[config.mk]
export PLATFORM = sky130hd
export DESIGN_NAME = ppm_stream_decoder_flat
export DESIGN_NICKNAME = d
export VERILOG_FILES = /design/src/ppmd_pkg.sv /design/src/ppmd_if.sv /design/src/ppmd_div.sv /design/src/ppmd_ctrl.sv /design/src/ppmd_dp.sv /design/src/ppm_stream_decoder.sv /design/src/flat_wrapper.sv
export SDC_FILE = /design/constraint.sdc
export NUM_CORES = 2
export LEC_CHECK = 0
export BUFFER_PORTS_ARGS = -buffer_cell sky130_fd_sc_hd__buf_2
export CAP_MARGIN = 20
export CORE_UTILIZATION = 59
export DETAILED_ROUTE_END_ITERATION = 10
export PLACE_DENSITY_LB_ADDON = 0.15
export SYNTH_ARGS = -nofsm -noshare
export SYNTH_HDL_FRONTEND = slang
export SYNTH_HIERARCHICAL = 1
export SYNTH_SLANG_ARGS = --single-unit
export TNS_END_PERCENT = 50
[constraint.sdc]
create_clock -name clk -period 10.3 [get_ports clk]
set_input_delay 0 -clock clk [delete_from_list [all_inputs] [get_ports clk]]
set_output_delay 0 -clock clk [all_outputs]
set_load 0.03 [all_outputs]
[src/ppmd_pkg.sv]
// Package for the PPM stream decoder: phase codes, result kinds, error codes,
// character constants, result, command and status types. No dependencies.
package ppmd_pkg;

	localparam logic [2:0] PH_MAGIC  = 3'd0;
	localparam logic [2:0] PH_WIDTH  = 3'd1;
	localparam logic [2:0] PH_HEIGHT = 3'd2;
	localparam logic [2:0] PH_MAXV   = 3'd3;
	localparam logic [2:0] PH_ASCII  = 3'd4;
	localparam logic [2:0] PH_BINARY = 3'd5;
	localparam logic [2:0] PH_DONE   = 3'd6;
	localparam logic [2:0] PH_FAIL   = 3'd7;

	localparam logic [1:0] KIND_HEADER = 2'd0;
	localparam logic [1:0] KIND_SAMPLE = 2'd1;
	localparam logic [1:0] KIND_ERROR  = 2'd2;

	localparam logic [2:0] ERR_MAGIC     = 3'd0;
	localparam logic [2:0] ERR_NUMBER    = 3'd1;
	localparam logic [2:0] ERR_MAX_BIG   = 3'd2;
	localparam logic [2:0] ERR_BUDGET    = 3'd3;
	localparam logic [2:0] ERR_SAMPLE    = 3'd4;
	localparam logic [2:0] ERR_TRUNCATED = 3'd5;

	localparam logic [7:0] CH_LF    = 8'h0A;
	localparam logic [7:0] CH_CR    = 8'h0D;
	localparam logic [7:0] CH_TAB   = 8'h09;
	localparam logic [7:0] CH_SPACE = 8'h20;
	localparam logic [7:0] CH_HASH  = 8'h23;
	localparam logic [7:0] CH_MINUS = 8'h2D;
	localparam logic [7:0] CH_ZERO  = 8'h30;
	localparam logic [7:0] CH_NINE  = 8'h39;

	localparam logic [15:0] MAGIC_P3 = 16'h5033;
	localparam logic [15:0] MAGIC_P6 = 16'h5036;

	localparam logic [34:0] INT_LIMIT    = 35'd2147483647;
	localparam logic [30:0] MAX_SAMPLE   = 31'd65535;
	localparam logic [24:0] BUDGET_RESET = 25'd22369621;

	typedef struct packed {
		logic [1:0]  kind;
		logic [15:0] raw;
		logic [1:0]  chan;
		logic [24:0] width;
		logic [24:0] height;
		logic [15:0] maxv;
		logic [2:0]  err;
		logic        last;
	} res_t;

	// controller to datapath
	typedef struct packed {
		logic       capture;
		logic       exec;
		logic       div_start;
		logic       load_out;
		logic       slot;
	} cmd_t;

	// datapath to controller
	typedef struct packed {
		logic [1:0] res_count;
		logic       slot_sample;
		logic       div_done;
		logic       out_free;
	} stat_t;

endpackage

[src/ppmd_if.sv]
// Stream and configuration interfaces of the PPM stream decoder.
// Depends on nothing but the widths given here.
interface ppmd_in_if;
	logic       valid;
	logic       ready;
	logic [7:0] in_byte;
	logic       end_of_file;
	modport source (output valid, in_byte, end_of_file, input ready);
	modport sink (input valid, in_byte, end_of_file, output ready);
endinterface

interface ppmd_out_if #(parameter int FRACTION_BITS = 16);
	logic                     valid;
	logic                     ready;
	logic [1:0]               result_kind;
	logic [FRACTION_BITS:0]   sample_value;
	logic [15:0]              raw_sample;
	logic [1:0]               channel_index;
	logic [24:0]              image_width;
	logic [24:0]              image_height;
	logic [15:0]              max_value;
	logic [2:0]               error_code;
	logic                     last_of_image;
	modport source (output valid, result_kind, sample_value, raw_sample, channel_index,
		image_width, image_height, max_value, error_code, last_of_image, input ready);
	modport sink (input valid, result_kind, sample_value, raw_sample, channel_index,
		image_width, image_height, max_value, error_code, last_of_image, output ready);
endinterface

interface ppmd_cfg_if;
	logic        valid;
	logic        ready;
	logic [24:0] data;
	modport source (output valid, data, input ready);
	modport sink (input valid, data, output ready);
endinterface

[src/ppmd_div.sv]
// Restoring divider for sample normalization, one quotient bit per cycle.
// Imports ppmd_pkg but uses nothing from it; parameter FRACTION_BITS.
module ppmd_div import ppmd_pkg::*; #(
	parameter int FRACTION_BITS = 16
) (
	input  logic                   clk,
	input  logic                   arst_n,
	input  logic                   start,
	input  logic [15:0]            raw,
	input  logic [15:0]            maxv,
	output logic                   done,
	output logic [FRACTION_BITS:0] quot
);
	localparam int NW = 17 + FRACTION_BITS;
	localparam int CW = $clog2(NW + 1);

	logic [NW-1:0] num_q;
	logic [15:0]   rem_q;
	logic [15:0]   div_q;
	logic [CW-1:0] cnt_q;
	logic          busy_q;
	logic [16:0]   trial;
	logic          fits;

	assign trial = {rem_q, num_q[NW-1]};
	assign fits  = trial >= {1'b0, div_q};

	// load numerator (raw << F) + max/2, then shift one bit a cycle
	always_ff @(posedge clk or negedge arst_n) begin
		if (!arst_n) begin
			busy_q <= 1'b0;
			cnt_q  <= '0;
		end else if (start) begin
			busy_q <= 1'b1;
			cnt_q  <= CW'(NW);
		end else if (busy_q) begin
			cnt_q <= cnt_q - 1'b1;
			if (cnt_q == CW'(1)) busy_q <= 1'b0;
		end
	end

	always_ff @(posedge clk) begin
		if (start) begin
			num_q <= ({1'b0, raw, FRACTION_BITS'(0)}) + NW'({1'b0, maxv[15:1]});
			rem_q <= '0;
			div_q <= maxv;
		end else if (busy_q) begin
			rem_q <= fits ? 16'(trial - {1'b0, div_q}) : trial[15:0];
			num_q <= {num_q[NW-2:0], fits};
		end
	end

	assign done = !busy_q && !start;
	assign quot = num_q[FRACTION_BITS:0];
endmodule

[src/ppmd_ctrl.sv]
// Controller of the PPM stream decoder: accepts a byte, runs the parse step,
// then hands each result to the output register, samples via the divider.
// Depends on ppmd_pkg.
module ppmd_ctrl import ppmd_pkg::*; (
	input  logic  clk,
	input  logic  arst_n,
	input  logic  in_valid,
	output logic  in_ready,
	input  stat_t stat,
	output cmd_t  cmd
);
	localparam logic [2:0] S_IDLE = 3'd0;
	localparam logic [2:0] S_EXEC = 3'd1;
	localparam logic [2:0] S_SEL  = 3'd2;
	localparam logic [2:0] S_DIV  = 3'd3;
	localparam logic [2:0] S_PUT  = 3'd4;

	logic [2:0] state_q, state_d;
	logic [1:0] slot_q, slot_d;

	always_comb begin
		state_d       = state_q;
		slot_d        = slot_q;
		in_ready      = state_q == S_IDLE;
		cmd           = '0;
		cmd.slot      = slot_q[0];
		cmd.capture   = in_ready && in_valid;
		unique case (state_q)
			S_IDLE: begin
				if (in_valid) state_d = S_EXEC;
			end
			S_EXEC: begin
				cmd.exec = 1'b1;
				slot_d   = '0;
				state_d  = S_SEL;
			end
			S_SEL: begin
				if (slot_q >= stat.res_count) begin
					state_d = S_IDLE;
				end else if (stat.slot_sample) begin
					cmd.div_start = 1'b1;
					state_d       = S_DIV;
				end else begin
					state_d = S_PUT;
				end
			end
			S_DIV: begin
				if (stat.div_done) state_d = S_PUT;
			end
			S_PUT: begin
				if (stat.out_free) begin
					cmd.load_out = 1'b1;
					slot_d       = slot_q + 1'b1;
					state_d      = S_SEL;
				end
			end
			default: state_d = S_IDLE;
		endcase
	end

	// advance state
	always_ff @(posedge clk or negedge arst_n) begin
		if (!arst_n) begin
			state_q <= S_IDLE;
			slot_q  <= '0;
		end else begin
			state_q <= state_d;
			slot_q  <= slot_d;
		end
	end
endmodule

[src/ppmd_dp.sv]
// Datapath of the PPM stream decoder: parse state, tokenizer and header checks,
// result buffer, divider and output register. Depends on ppmd_pkg, ppmd_div.
module ppmd_dp import ppmd_pkg::*; #(
	parameter int FRACTION_BITS = 16
) (
	input  logic                   clk,
	input  logic                   arst_n,
	input  cmd_t                   cmd,
	output stat_t                  stat,
	input  logic [7:0]             in_byte,
	input  logic                   in_eof,
	input  logic                   cfg_we,
	input  logic [24:0]            cfg_data,
	input  logic                   out_ready,
	output logic                   out_valid,
	output res_t                   out_res,
	output logic [FRACTION_BITS:0] out_val
);
	// parse state
	logic [2:0]  ph_q, n_ph;
	logic [30:0] acc_q, n_acc;
	logic [1:0]  cnt_q, n_cnt;
	logic [15:0] magic_q, n_magic;
	logic        minus_q, n_minus;
	logic        inc_q, n_inc;
	logic        pcr_q, n_pcr;
	logic [24:0] w_q, n_w;
	logic [24:0] h_q, n_h;
	logic [15:0] mx_q, n_mx;
	logic        bin_q, n_bin;
	logic [26:0] rem_q, n_rem;
	logic [7:0]  hb_q, n_hb;
	logic        bp_q, n_bp;
	logic [1:0]  ch_q, n_ch;
	logic [24:0] budget_q;
	logic [49:0] area_q;
	logic [7:0]  byte_q;
	logic        eof_q;

	// step scratch
	logic        skip, fin, gs_req, pv, tk_end;
	logic [15:0] gs_raw, bin_v;
	res_t        pres, f5res;
	logic        f5v;
	logic        has_digit;
	logic [30:0] tv;
	logic [34:0] nv;
	logic [3:0]  dig;
	logic        is_ws, is_dig;
	logic [15:0] smx, dmx_q;

	// result buffer and output register
	res_t        res0_q, res1_q, sel_res;
	logic [1:0]  rcount_q;
	logic        oval_q;
	res_t        ores_q;
	logic [FRACTION_BITS:0] oq_q, quot;
	logic        div_done;

	assign is_ws  = byte_q == CH_SPACE || (byte_q >= CH_TAB && byte_q <= CH_CR);
	assign is_dig = byte_q >= CH_ZERO && byte_q <= CH_NINE;
	assign dig    = 4'(byte_q - CH_ZERO);
	assign nv     = {acc_q, 3'b0} + {3'b0, acc_q, 1'b0} + {31'b0, dig};

	// one byte step of the parser
	always_comb begin
		n_ph = ph_q; n_acc = acc_q; n_cnt = cnt_q; n_magic = magic_q; n_minus = minus_q;
		n_inc = inc_q; n_pcr = pcr_q; n_w = w_q; n_h = h_q; n_mx = mx_q; n_bin = bin_q;
		n_rem = rem_q; n_hb = hb_q; n_bp = bp_q; n_ch = ch_q;
		skip = 1'b0; fin = 1'b0; gs_req = 1'b0; gs_raw = '0; pv = 1'b0; pres = '0;
		f5v = 1'b0; f5res = '0; has_digit = 1'b0; tv = '0; tk_end = 1'b0; bin_v = '0;
		if (ph_q < PH_DONE) begin
			if (pcr_q) begin
				n_pcr = 1'b0;
				if (byte_q == CH_LF) skip = 1'b1;
			end
			if (!skip) begin
				if (inc_q) begin
					if (byte_q == CH_LF) n_inc = 1'b0;
				end else if (ph_q == PH_BINARY) begin
					if (mx_q < 16'd256) begin
						bin_v = {8'b0, byte_q};
						tk_end = 1'b1;
					end else if (!bp_q) begin
						n_hb = byte_q;
						n_bp = 1'b1;
					end else begin
						n_bp = 1'b0;
						bin_v = {hb_q, byte_q};
						tk_end = 1'b1;
					end
					if (tk_end) begin
						if (bin_v > mx_q) begin
							n_ph = PH_FAIL; pv = 1'b1;
							pres.kind = KIND_ERROR; pres.err = ERR_SAMPLE;
						end else begin
							gs_req = 1'b1; gs_raw = bin_v;
						end
					end
				end else if (is_ws) begin
					if (cnt_q != 2'd0) begin
						if (byte_q == CH_CR) n_pcr = 1'b1;
						fin = 1'b1;
					end
				end else if (byte_q == CH_HASH) begin
					n_inc = 1'b1;
					if (cnt_q != 2'd0) fin = 1'b1;
				end else begin
					// token byte
					if (ph_q == PH_MAGIC) begin
						if (cnt_q == 2'd0) n_magic = {byte_q, 8'h00};
						else if (cnt_q == 2'd1) n_magic = {magic_q[15:8], byte_q};
					end else if (byte_q == CH_MINUS && cnt_q == 2'd0) begin
						n_minus = 1'b1;
					end else if (is_dig) begin
						if (ph_q == PH_ASCII) begin
							if (minus_q) begin
								if (dig != 4'd0) begin
									n_ph = PH_FAIL; pv = 1'b1;
									pres.kind = KIND_ERROR; pres.err = ERR_SAMPLE;
								end
							end else if (nv > {19'b0, mx_q}) begin
								n_ph = PH_FAIL; pv = 1'b1;
								pres.kind = KIND_ERROR; pres.err = ERR_SAMPLE;
							end else begin
								n_acc = nv[30:0];
							end
						end else if (!minus_q) begin
							if (nv > INT_LIMIT) begin
								n_ph = PH_FAIL; pv = 1'b1;
								pres.kind = KIND_ERROR; pres.err = ERR_NUMBER;
							end else begin
								n_acc = nv[30:0];
							end
						end
					end else begin
						n_ph = PH_FAIL; pv = 1'b1;
						pres.kind = KIND_ERROR;
						pres.err  = (ph_q == PH_ASCII) ? ERR_SAMPLE : ERR_NUMBER;
					end
					if (!pv && cnt_q != 2'd3) n_cnt = cnt_q + 1'b1;
				end
			end
		end
		// token end, also forced by the end-of-file byte
		if (eof_q && n_ph < PH_DONE && n_ph != PH_BINARY && n_cnt != 2'd0) fin = 1'b1;
		if (fin) begin
			has_digit = n_cnt > {1'b0, n_minus};
			tv = n_acc;
			if (n_ph == PH_MAGIC) begin
				if (n_cnt == 2'd2 && (n_magic == MAGIC_P3 || n_magic == MAGIC_P6)) begin
					n_bin = n_magic == MAGIC_P6;
					n_ph  = PH_WIDTH;
				end else begin
					n_ph = PH_FAIL; pv = 1'b1; pres.kind = KIND_ERROR; pres.err = ERR_MAGIC;
				end
			end else if (n_ph == PH_ASCII) begin
				if (!has_digit) begin
					n_ph = PH_FAIL; pv = 1'b1; pres.kind = KIND_ERROR; pres.err = ERR_SAMPLE;
				end else begin
					gs_req = 1'b1; gs_raw = tv[15:0];
				end
			end else if (!has_digit || n_minus || tv == '0) begin
				n_ph = PH_FAIL; pv = 1'b1; pres.kind = KIND_ERROR; pres.err = ERR_NUMBER;
			end else if (n_ph == PH_WIDTH) begin
				n_w  = (tv > {6'b0, budget_q}) ? '0 : tv[24:0];
				n_ph = PH_HEIGHT;
			end else if (n_ph == PH_HEIGHT) begin
				n_h  = (tv > {6'b0, budget_q}) ? '0 : tv[24:0];
				n_ph = PH_MAXV;
			end else if (tv > MAX_SAMPLE) begin
				n_ph = PH_FAIL; pv = 1'b1; pres.kind = KIND_ERROR; pres.err = ERR_MAX_BIG;
			end else if (w_q == '0 || h_q == '0 || area_q > {25'b0, budget_q}) begin
				n_ph = PH_FAIL; pv = 1'b1; pres.kind = KIND_ERROR; pres.err = ERR_BUDGET;
			end else begin
				n_mx  = tv[15:0];
				n_rem = 27'({area_q[26:0], 1'b0} + area_q[26:0]);
				n_ch  = '0; n_bp = 1'b0; n_hb = '0;
				pv = 1'b1;
				pres.kind = KIND_HEADER; pres.width = w_q; pres.height = h_q;
				pres.maxv = tv[15:0];
				n_ph = n_bin ? PH_BINARY : PH_ASCII;
			end
			n_cnt = '0; n_magic = '0; n_minus = 1'b0; n_acc = '0;
		end
		// hand out a sample
		if (gs_req && n_mx != '0 && n_rem != '0) begin
			n_rem = n_rem - 1'b1;
			pv = 1'b1;
			pres.kind = KIND_SAMPLE; pres.raw = gs_raw; pres.chan = n_ch;
			pres.last = n_rem == '0;
			n_ch = (n_ch >= 2'd2) ? 2'd0 : n_ch + 1'b1;
			if (n_rem == '0) n_ph = PH_DONE;
		end
		// keep the divisor of this step before the end of file clears it
		smx = n_mx;
		// end of file: report truncation if not done, then clear the parse state
		if (eof_q) begin
			if (n_ph < PH_DONE) begin
				f5v = 1'b1; f5res.kind = KIND_ERROR; f5res.err = ERR_TRUNCATED;
			end
			n_ph = PH_MAGIC; n_acc = '0; n_cnt = '0; n_magic = '0; n_minus = 1'b0;
			n_inc = 1'b0; n_pcr = 1'b0; n_w = '0; n_h = '0; n_mx = '0; n_bin = 1'b0;
			n_rem = '0; n_hb = '0; n_bp = 1'b0; n_ch = '0;
		end
	end

	// hold parse state, budget, result count and output valid
	always_ff @(posedge clk or negedge arst_n) begin
		if (!arst_n) begin
			ph_q <= PH_MAGIC; acc_q <= '0; cnt_q <= '0; magic_q <= '0; minus_q <= 1'b0;
			inc_q <= 1'b0; pcr_q <= 1'b0; w_q <= '0; h_q <= '0; mx_q <= '0; bin_q <= 1'b0;
			rem_q <= '0; hb_q <= '0; bp_q <= 1'b0; ch_q <= '0;
			budget_q <= BUDGET_RESET;
			rcount_q <= '0;
			oval_q   <= 1'b0;
		end else begin
			if (cfg_we) budget_q <= cfg_data;
			if (cmd.exec) begin
				ph_q <= n_ph; acc_q <= n_acc; cnt_q <= n_cnt; magic_q <= n_magic;
				minus_q <= n_minus; inc_q <= n_inc; pcr_q <= n_pcr; w_q <= n_w; h_q <= n_h;
				mx_q <= n_mx; bin_q <= n_bin; rem_q <= n_rem; hb_q <= n_hb; bp_q <= n_bp;
				ch_q <= n_ch;
				rcount_q <= 2'(pv) + 2'(f5v);
			end
			if (cmd.load_out) oval_q <= 1'b1;
			else if (out_ready) oval_q <= 1'b0;
		end
	end

	// capture the byte, area product, result slots and output payload
	always_ff @(posedge clk) begin
		if (cmd.capture) begin
			byte_q <= in_byte;
			eof_q  <= in_eof;
		end
		area_q <= w_q * h_q;
		if (cmd.exec) begin
			res0_q <= pv ? pres : f5res;
			res1_q <= f5res;
			dmx_q  <= smx;
		end
		if (cmd.load_out) begin
			ores_q <= sel_res;
			oq_q   <= (sel_res.kind == KIND_SAMPLE) ? quot : '0;
		end
	end

	assign sel_res = cmd.slot ? res1_q : res0_q;

	ppmd_div #(.FRACTION_BITS(FRACTION_BITS)) u_div (
		.clk   (clk),
		.arst_n(arst_n),
		.start (cmd.div_start),
		.raw   (sel_res.raw),
		.maxv  (dmx_q),
		.done  (div_done),
		.quot  (quot)
	);

	assign stat.res_count   = rcount_q;
	assign stat.slot_sample = sel_res.kind == KIND_SAMPLE;
	assign stat.div_done    = div_done;
	assign stat.out_free    = !oval_q || out_ready;

	assign out_valid = oval_q;
	assign out_res   = ores_q;
	assign out_val   = oq_q;
endmodule

[src/ppm_stream_decoder.sv]
// Top level of the PPM P3/P6 stream decoder: joins ppmd_ctrl and ppmd_dp to
// the stream and configuration interfaces. Depends on ppmd_pkg, ppmd_if.
//
//   channel      dir  request moves
//   in_stream    in   one file byte and its end-of-file mark
//   out_stream   out  one header, sample or error result
//   cfg          in   new pixel budget (always ready)
//
// A byte is accepted, takes its parse step and has its results dispatched; a
// header or error result goes straight to the output register, and a sample
// first passes the normalizing divider, which gives one quotient bit a cycle.
// A full output register holds dispatch until its result is taken.
// The output register lets the next byte in while a result waits to be taken.
// Reset clears the parse state and loads the default pixel budget.
module ppm_stream_decoder import ppmd_pkg::*; #(
	parameter int FRACTION_BITS = 16
) (
	input  logic       clk,
	input  logic       arst_n,
	ppmd_in_if.sink    in_stream,
	ppmd_out_if.source out_stream,
	ppmd_cfg_if.sink   cfg
);
	cmd_t  cmd;
	stat_t stat;
	res_t  ores;

	assign cfg.ready = 1'b1;

	ppmd_ctrl u_ctrl (
		.clk     (clk),
		.arst_n  (arst_n),
		.in_valid(in_stream.valid),
		.in_ready(in_stream.ready),
		.stat    (stat),
		.cmd     (cmd)
	);

	ppmd_dp #(.FRACTION_BITS(FRACTION_BITS)) u_dp (
		.clk      (clk),
		.arst_n   (arst_n),
		.cmd      (cmd),
		.stat     (stat),
		.in_byte  (in_stream.in_byte),
		.in_eof   (in_stream.end_of_file),
		.cfg_we   (cfg.valid),
		.cfg_data (cfg.data),
		.out_ready(out_stream.ready),
		.out_valid(out_stream.valid),
		.out_res  (ores),
		.out_val  (out_stream.sample_value)
	);

	assign out_stream.result_kind   = ores.kind;
	assign out_stream.raw_sample    = ores.raw;
	assign out_stream.channel_index = ores.chan;
	assign out_stream.image_width   = ores.width;
	assign out_stream.image_height  = ores.height;
	assign out_stream.max_value     = ores.maxv;
	assign out_stream.error_code    = ores.err;
	assign out_stream.last_of_image = ores.last;
endmodule
[src/flat_wrapper.sv]
// flat-port wrapper written by rule: the top's interface ports become plain ports
module ppm_stream_decoder_flat import ppmd_pkg::*;
#(
	parameter int FRACTION_BITS = 16
)
  (clk, arst_n, in_stream_valid, in_stream_in_byte, in_stream_end_of_file, in_stream_ready, out_stream_valid, out_stream_result_kind, out_stream_sample_value, out_stream_raw_sample, out_stream_channel_index, out_stream_image_width, out_stream_image_height, out_stream_max_value, out_stream_error_code, out_stream_last_of_image, out_stream_ready, cfg_valid, cfg_data, cfg_ready);
  ppmd_in_if in_stream_i ();
  ppmd_out_if #(.FRACTION_BITS(FRACTION_BITS)) out_stream_i ();
  ppmd_cfg_if cfg_i ();
  input  logic clk;
  input  logic arst_n;
  input wire logic [$bits(in_stream_i.valid)-1:0] in_stream_valid;
  input wire logic [$bits(in_stream_i.in_byte)-1:0] in_stream_in_byte;
  input wire logic [$bits(in_stream_i.end_of_file)-1:0] in_stream_end_of_file;
  output wire logic [$bits(in_stream_i.ready)-1:0] in_stream_ready;
  output wire logic [$bits(out_stream_i.valid)-1:0] out_stream_valid;
  output wire logic [$bits(out_stream_i.result_kind)-1:0] out_stream_result_kind;
  output wire logic [$bits(out_stream_i.sample_value)-1:0] out_stream_sample_value;
  output wire logic [$bits(out_stream_i.raw_sample)-1:0] out_stream_raw_sample;
  output wire logic [$bits(out_stream_i.channel_index)-1:0] out_stream_channel_index;
  output wire logic [$bits(out_stream_i.image_width)-1:0] out_stream_image_width;
  output wire logic [$bits(out_stream_i.image_height)-1:0] out_stream_image_height;
  output wire logic [$bits(out_stream_i.max_value)-1:0] out_stream_max_value;
  output wire logic [$bits(out_stream_i.error_code)-1:0] out_stream_error_code;
  output wire logic [$bits(out_stream_i.last_of_image)-1:0] out_stream_last_of_image;
  input wire logic [$bits(out_stream_i.ready)-1:0] out_stream_ready;
  input wire logic [$bits(cfg_i.valid)-1:0] cfg_valid;
  input wire logic [$bits(cfg_i.data)-1:0] cfg_data;
  output wire logic [$bits(cfg_i.ready)-1:0] cfg_ready;
  assign in_stream_i.valid = in_stream_valid;
  assign in_stream_i.in_byte = in_stream_in_byte;
  assign in_stream_i.end_of_file = in_stream_end_of_file;
  assign in_stream_ready = in_stream_i.ready;
  assign out_stream_valid = out_stream_i.valid;
  assign out_stream_result_kind = out_stream_i.result_kind;
  assign out_stream_sample_value = out_stream_i.sample_value;
  assign out_stream_raw_sample = out_stream_i.raw_sample;
  assign out_stream_channel_index = out_stream_i.channel_index;
  assign out_stream_image_width = out_stream_i.image_width;
  assign out_stream_image_height = out_stream_i.image_height;
  assign out_stream_max_value = out_stream_i.max_value;
  assign out_stream_error_code = out_stream_i.error_code;
  assign out_stream_last_of_image = out_stream_i.last_of_image;
  assign out_stream_i.ready = out_stream_ready;
  assign cfg_i.valid = cfg_valid;
  assign cfg_i.data = cfg_data;
  assign cfg_ready = cfg_i.ready;
  ppm_stream_decoder #(.FRACTION_BITS(FRACTION_BITS)) u_core (.clk(clk), .arst_n(arst_n), .in_stream(in_stream_i), .out_stream(out_stream_i), .cfg(cfg_i));
endmodule
==> flow_summary.json <==
{
  "setup_viol": 0,
  "reg2reg_from": "u_core/u_dp/acc_q[0]$_DFFE_PN0P_",
  "synth.ff_latch_count": 538,
  "grt_usage_pct": 35.47,
  "relSlewSlack_pct": 20.03,
  "synth_compound_gate_area_share_pct": 10.78,
  "p_leak_nw": 25.88,
  "clk_pin_slew_ns": 0.06,
  "cts-htree-levels": 2,
  "syn_inst": 5143,
  "clock-sinks": 538,
  "port_buffers": 147,
  "drtIter0Drc": 3622,
  "rows": 106,
  "pwr-share-clk_pct": 29.5,
  "worst_slew_pin_slew_ns": 1.183,
  "cts_buffer_depth": 3,
  "p_int_mw": 4.767,
  "drv_cap": 0,
  "synth_edf_count": 272,
  "crit_path_frequent_cell": "ha_1",
  "p_sw_mw": 2.613,
  "seqCellArea_um2": 14530,
  "vias": 38542,
  "gp_congestion": 0.9669,
  "total_power_mw": 7.380,
  "overflow": 0,
  "synth_fp_nets": 6094,
  "via_per_inst": 6.050,
  "detail-route-antenna-nets": 0,
  "synth_area_per_cell_um2": 9.688,
  "postLayoutCoreUtil_pct": 65.04,
  "synthAdderAreaFrac_pct": 30.89,
  "synthSimpleGateAreaFrac_pct": 16.99,
  "maxSlewViolCount": 0,
  "syn_to_final_growth_pct": 9.063,
  "period_minus_slack_ns": 9.625,
  "clk_latency_ns": 0.68,
  "fin_area_um2": 54340,
  "critPathMaxStageDelay_ns": 0.54,
  "required_ns": 10.84,
  "critPathArrivalTime_ns": 10.17,
  "path_max_fanout": 8,
  "synthXorXnorAreaFrac_pct": 2.531,
  "swShare_pct": 35.41,
  "grt_max_degree": 87,
  "power_frac_seq_pct": 41.0,
  "die_h_um": 292.6,
  "cp-start-kind": "flop",
  "cts_tree": "built",
  "fmax_mhz": 103.9,
  "critPathCaptureType": "flop",
  "seq_area_frac_synth_pct": 29.12,
  "core_um2": 83560,
  "nNetsFinal": 6188,
  "tns_ns": 0,
  "synth_flop_cell": "edfxtp_1",
  "die-area_um2": 85610,
  "peakVddDrop_mv": 0.1353,
  "pwr-share-comb_pct": 29.5,
  "hold_path.class": "in2reg",
  "critPathSlowestCell": "fa_1",
  "cts-root-buf": "clkbuf_16",
  "numCtsBuffers": 60,
  "crit_start": "u_core/u_dp/acc_q[0]$_DFFE_PN0P_",
  "grt_pass1_vias": 38718,
  "synthArstFlopShare_pct": 37.17,
  "dp_hpwl_mm": 108.4,
  "skew_ns": 0.04774,
  "multiInputGateArea_um2": 31630,
  "drtPass1Iterations": 9,
  "fin_crit_sh_pct": 93.44,
  "start_util_pct": 59.63,
  "grt_pass1_wl_mm": 230.8,
  "die_w_um": 292.6,
  "drcViolationCount": 0,
  "ys_types": 104,
  "outcome": "complete, no violations",
  "dpl_cell_area_um2": 51420,
  "nFillCells": 6902,
  "route.final.wire_length_mm": 148.1,
  "wire_per_inst_um": 23.24,
  "antenna_found_initial": 4,
  "hold-worst-slack_ns": 0.03958,
  "synth_top_family_by_area": "adder cells",
  "powerDensity_nw_per_um2": 135.8,
  "crit_type": "reg2reg",
  "hold_violations": 0,
  "min-delay-start": "cfg_valid",
  "synthMuxAreaShare_pct": 2.117,
  "mappedNetlistArea_um2": 49830,
  "yosysWarnings": 6,
  "drive_gt1_share_pct": 9.057,
  "ios": 149,
  "rsz0062_at_grt": "false"
}
[registers in the layout (all words and copies together), names as in the netlist, 27 cells and up]
register,count
u_core/u_dp/u_div/num_q,33
u_core/u_dp/res0_q,90
u_core/u_dp/area_q,50
u_core/u_dp/rem_q,27
u_core/u_dp/out_res,90
u_core/u_dp/acc_q,31
[metal layers]
layer / global-route usage, % / vias to the layer above / wire (µm) / part of all wire (%)
li1: - / 17264 / - / -
met1: 51.22 / 19026 / 63250 / 43
met2: 53.31 / 1894 / 64710 / 44
met3: 7.565 / 354 / 14790 / 10
met4: 11.59 / 4 / 5318 / 3.6
met5: 0 / - / 25 / 0.017
[Yosys cell counts (8+ instances only)]
| master | n | area, µm² |
|---|---|---|
| inv_1 | 673 | 2526 |
| nand2_1 | 666 | 2500 |
| fa_1 | 530 | 10610 |
| ha_1 | 382 | 4780 |
| and2_1 | 304 | 1902 |
| edfxtp_1 | 272 | 8168 |
| clkbuf_1 | 237 | 889.6 |
| nor2_1 | 217 | 814.5 |
| o21ai_0 | 189 | 945.9 |
| dfrtp_1 | 187 | 4679 |
| a21oi_1 | 134 | 670.6 |
| nor2b_1 | 120 | 750.7 |
| xnor2_1 | 93 | 814.5 |
| a22o_1 | 81 | 709.4 |
| a21o_1 | 79 | 593.1 |
| nor3_1 | 67 | 335.3 |
| dfxtp_1 | 66 | 1321 |
| mux2_2 | 55 | 619.3 |
| nor4_1 | 54 | 337.8 |
| nand3_1 | 53 | 265.3 |
| xor2_1 | 51 | 446.7 |
| nand4_1 | 43 | 269.0 |
| and3_1 | 42 | 262.8 |
| mux2i_1 | 39 | 390.4 |
| nand2b_1 | 36 | 225.2 |
| a211oi_1 | 29 | 217.7 |
| o21a_1 | 28 | 210.2 |
| a31oi_1 | 24 | 150.1 |
| buf_4 | 23 | 172.7 |
| or3_1 | 22 | 137.6 |
| a22oi_1 | 20 | 150.1 |
| o211ai_1 | 19 | 142.6 |
| buf_1 | 17 | 63.81 |
| o21bai_1 | 17 | 127.6 |
| o31ai_1 | 15 | 112.6 |
| or2_2 | 15 | 93.84 |
| a2111oi_0 | 13 | 113.9 |
| dfstp_2 | 13 | 341.6 |
| o21ai_1 | 12 | 60.06 |
| o22ai_1 | 12 | 75.07 |
| nor4b_1 | 11 | 96.34 |
| or4_1 | 11 | 82.58 |
| o2111ai_1 | 9 | 78.83 |
| buf_2 | 8 | 40.04 |
[worst max-delay path: cells and delay by family (launching register included)]
| kind | cells | cell delay, ns |
|---|---|---|
| AOI/OAI and AO/OA | 13 | 2.87 |
| and+or+nand+nor | 11 | 2.56 |
| adders and majority gates | 6 | 2.06 |
| xor gates and xnor gates | 3 | 0.64 |
| muxes | 3 | 0.59 |
| DFF | 1 | 0.41 |
| buffers and inverters | 3 | 0.37 |
[logic make-up (layout without fill, tap and decap cells)]
logic type                 count (synthesis)  count (layout)
xor gates and xnor gates                 144             144
AOI/OAI and AO/OA                        783             783
and+or+nand+nor                         1703            1703
other                                      1               3
adders and majority gates                912             912
buffers and inverters                    965            1111
DFF                                      538             538
muxes                                     97              97
[final cells by class]
cell class	instances	share of cell area [%]
antenna	2	0.009210
clock buffer	76	2.947
clock inverter	38	0.7345
inverter	674	4.656
multi-input combinational	3640	58.21
sequential	538	26.73
tap	1080	2.487
timing repair buffer	323	4.230
[worst paths after layout]
path / end / slack (ns) / cells past startpoint
max: u_core/u_dp/rcount_q[0]$_DFFE_PN0P_ / 0.68 / 39
min: u_core/u_dp/budget_q[0]$_DFFE_PN1P_ / 0.04 / 2
min in group asynchronous: u_core/u_dp/budget_q[12]$_DFFE_PN1P_ / 0.49 / 3
min reg2reg: u_core/u_dp/u_div/div_q[0]$_DFFE_PP_ / 0.43 / 0
max reg2reg: u_core/u_dp/rcount_q[0]$_DFFE_PN0P_ / 0.68 / 39
max in group asynchronous: u_core/u_dp/w_q[6]$_DFFE_PN0P_ / 8.05 / 5
[metrics by stage]
stage          worst slack [ns]  instances
6_report                 0.6754       6371
3_5_place_dp             0.4056       6167
5_1_grt                0.005827       6371
2_1_floorplan            0.3975       5143
3_3_place_gp             0.6743       6166
4_1_cts                  0.3272       6368
[power by group through the flow]
stage,combinational (mW),sequential [mW],clock [mW]
finish,2.18,3.02,2.18
global route,2.36,3.06,2.30
CTS,2.16,3.02,2.21
detailed placement,2.11,3.06,0
global placement,2.09,3.05,0
floorplan,1.43,3.13,0
[timing repair]
action / 4_1_cts / 5_1_grt
hold buffers: 87 / 0
endpoints found under the setup margin: 0 / 2
endpoints found under the hold margin: 126 / 0
buffers inserted: 0 / 1
resized for setup: 0 / 5
[layout by cell type, fill, tap and decap left out, drive strengths merged, types with 20 or more instances in the layout]
cell         synthesis  routed
inv                674     678
and2               306     306
a21o                79      79
a31oi               24      24
dfxtp               66      66
o21ai              201     201
o211ai              20      20
a22oi               20      20
nand2b              36      36
o21a                28      28
xnor2               93      93
nor2b              121     121
fa                 530     530
a21oi              137     137
mux2                58      58
nand2              666     666
nor3                68      68
dfrtp              187     187
xor2                51      51
edfxtp             272     272
nand4               43      43
mux2i               39      39
or3                 22      22
nor4                56      56
nand3               54      54
nor2               217     217
buf                 54     236
clkinv               0      23
a22o                81      81
and3                42      42
ha                 382     382
clkbuf             237      77
dlygate4sd3          0      86
a211oi              36      36
No activity file was read; power rests on OpenSTA's default activity.
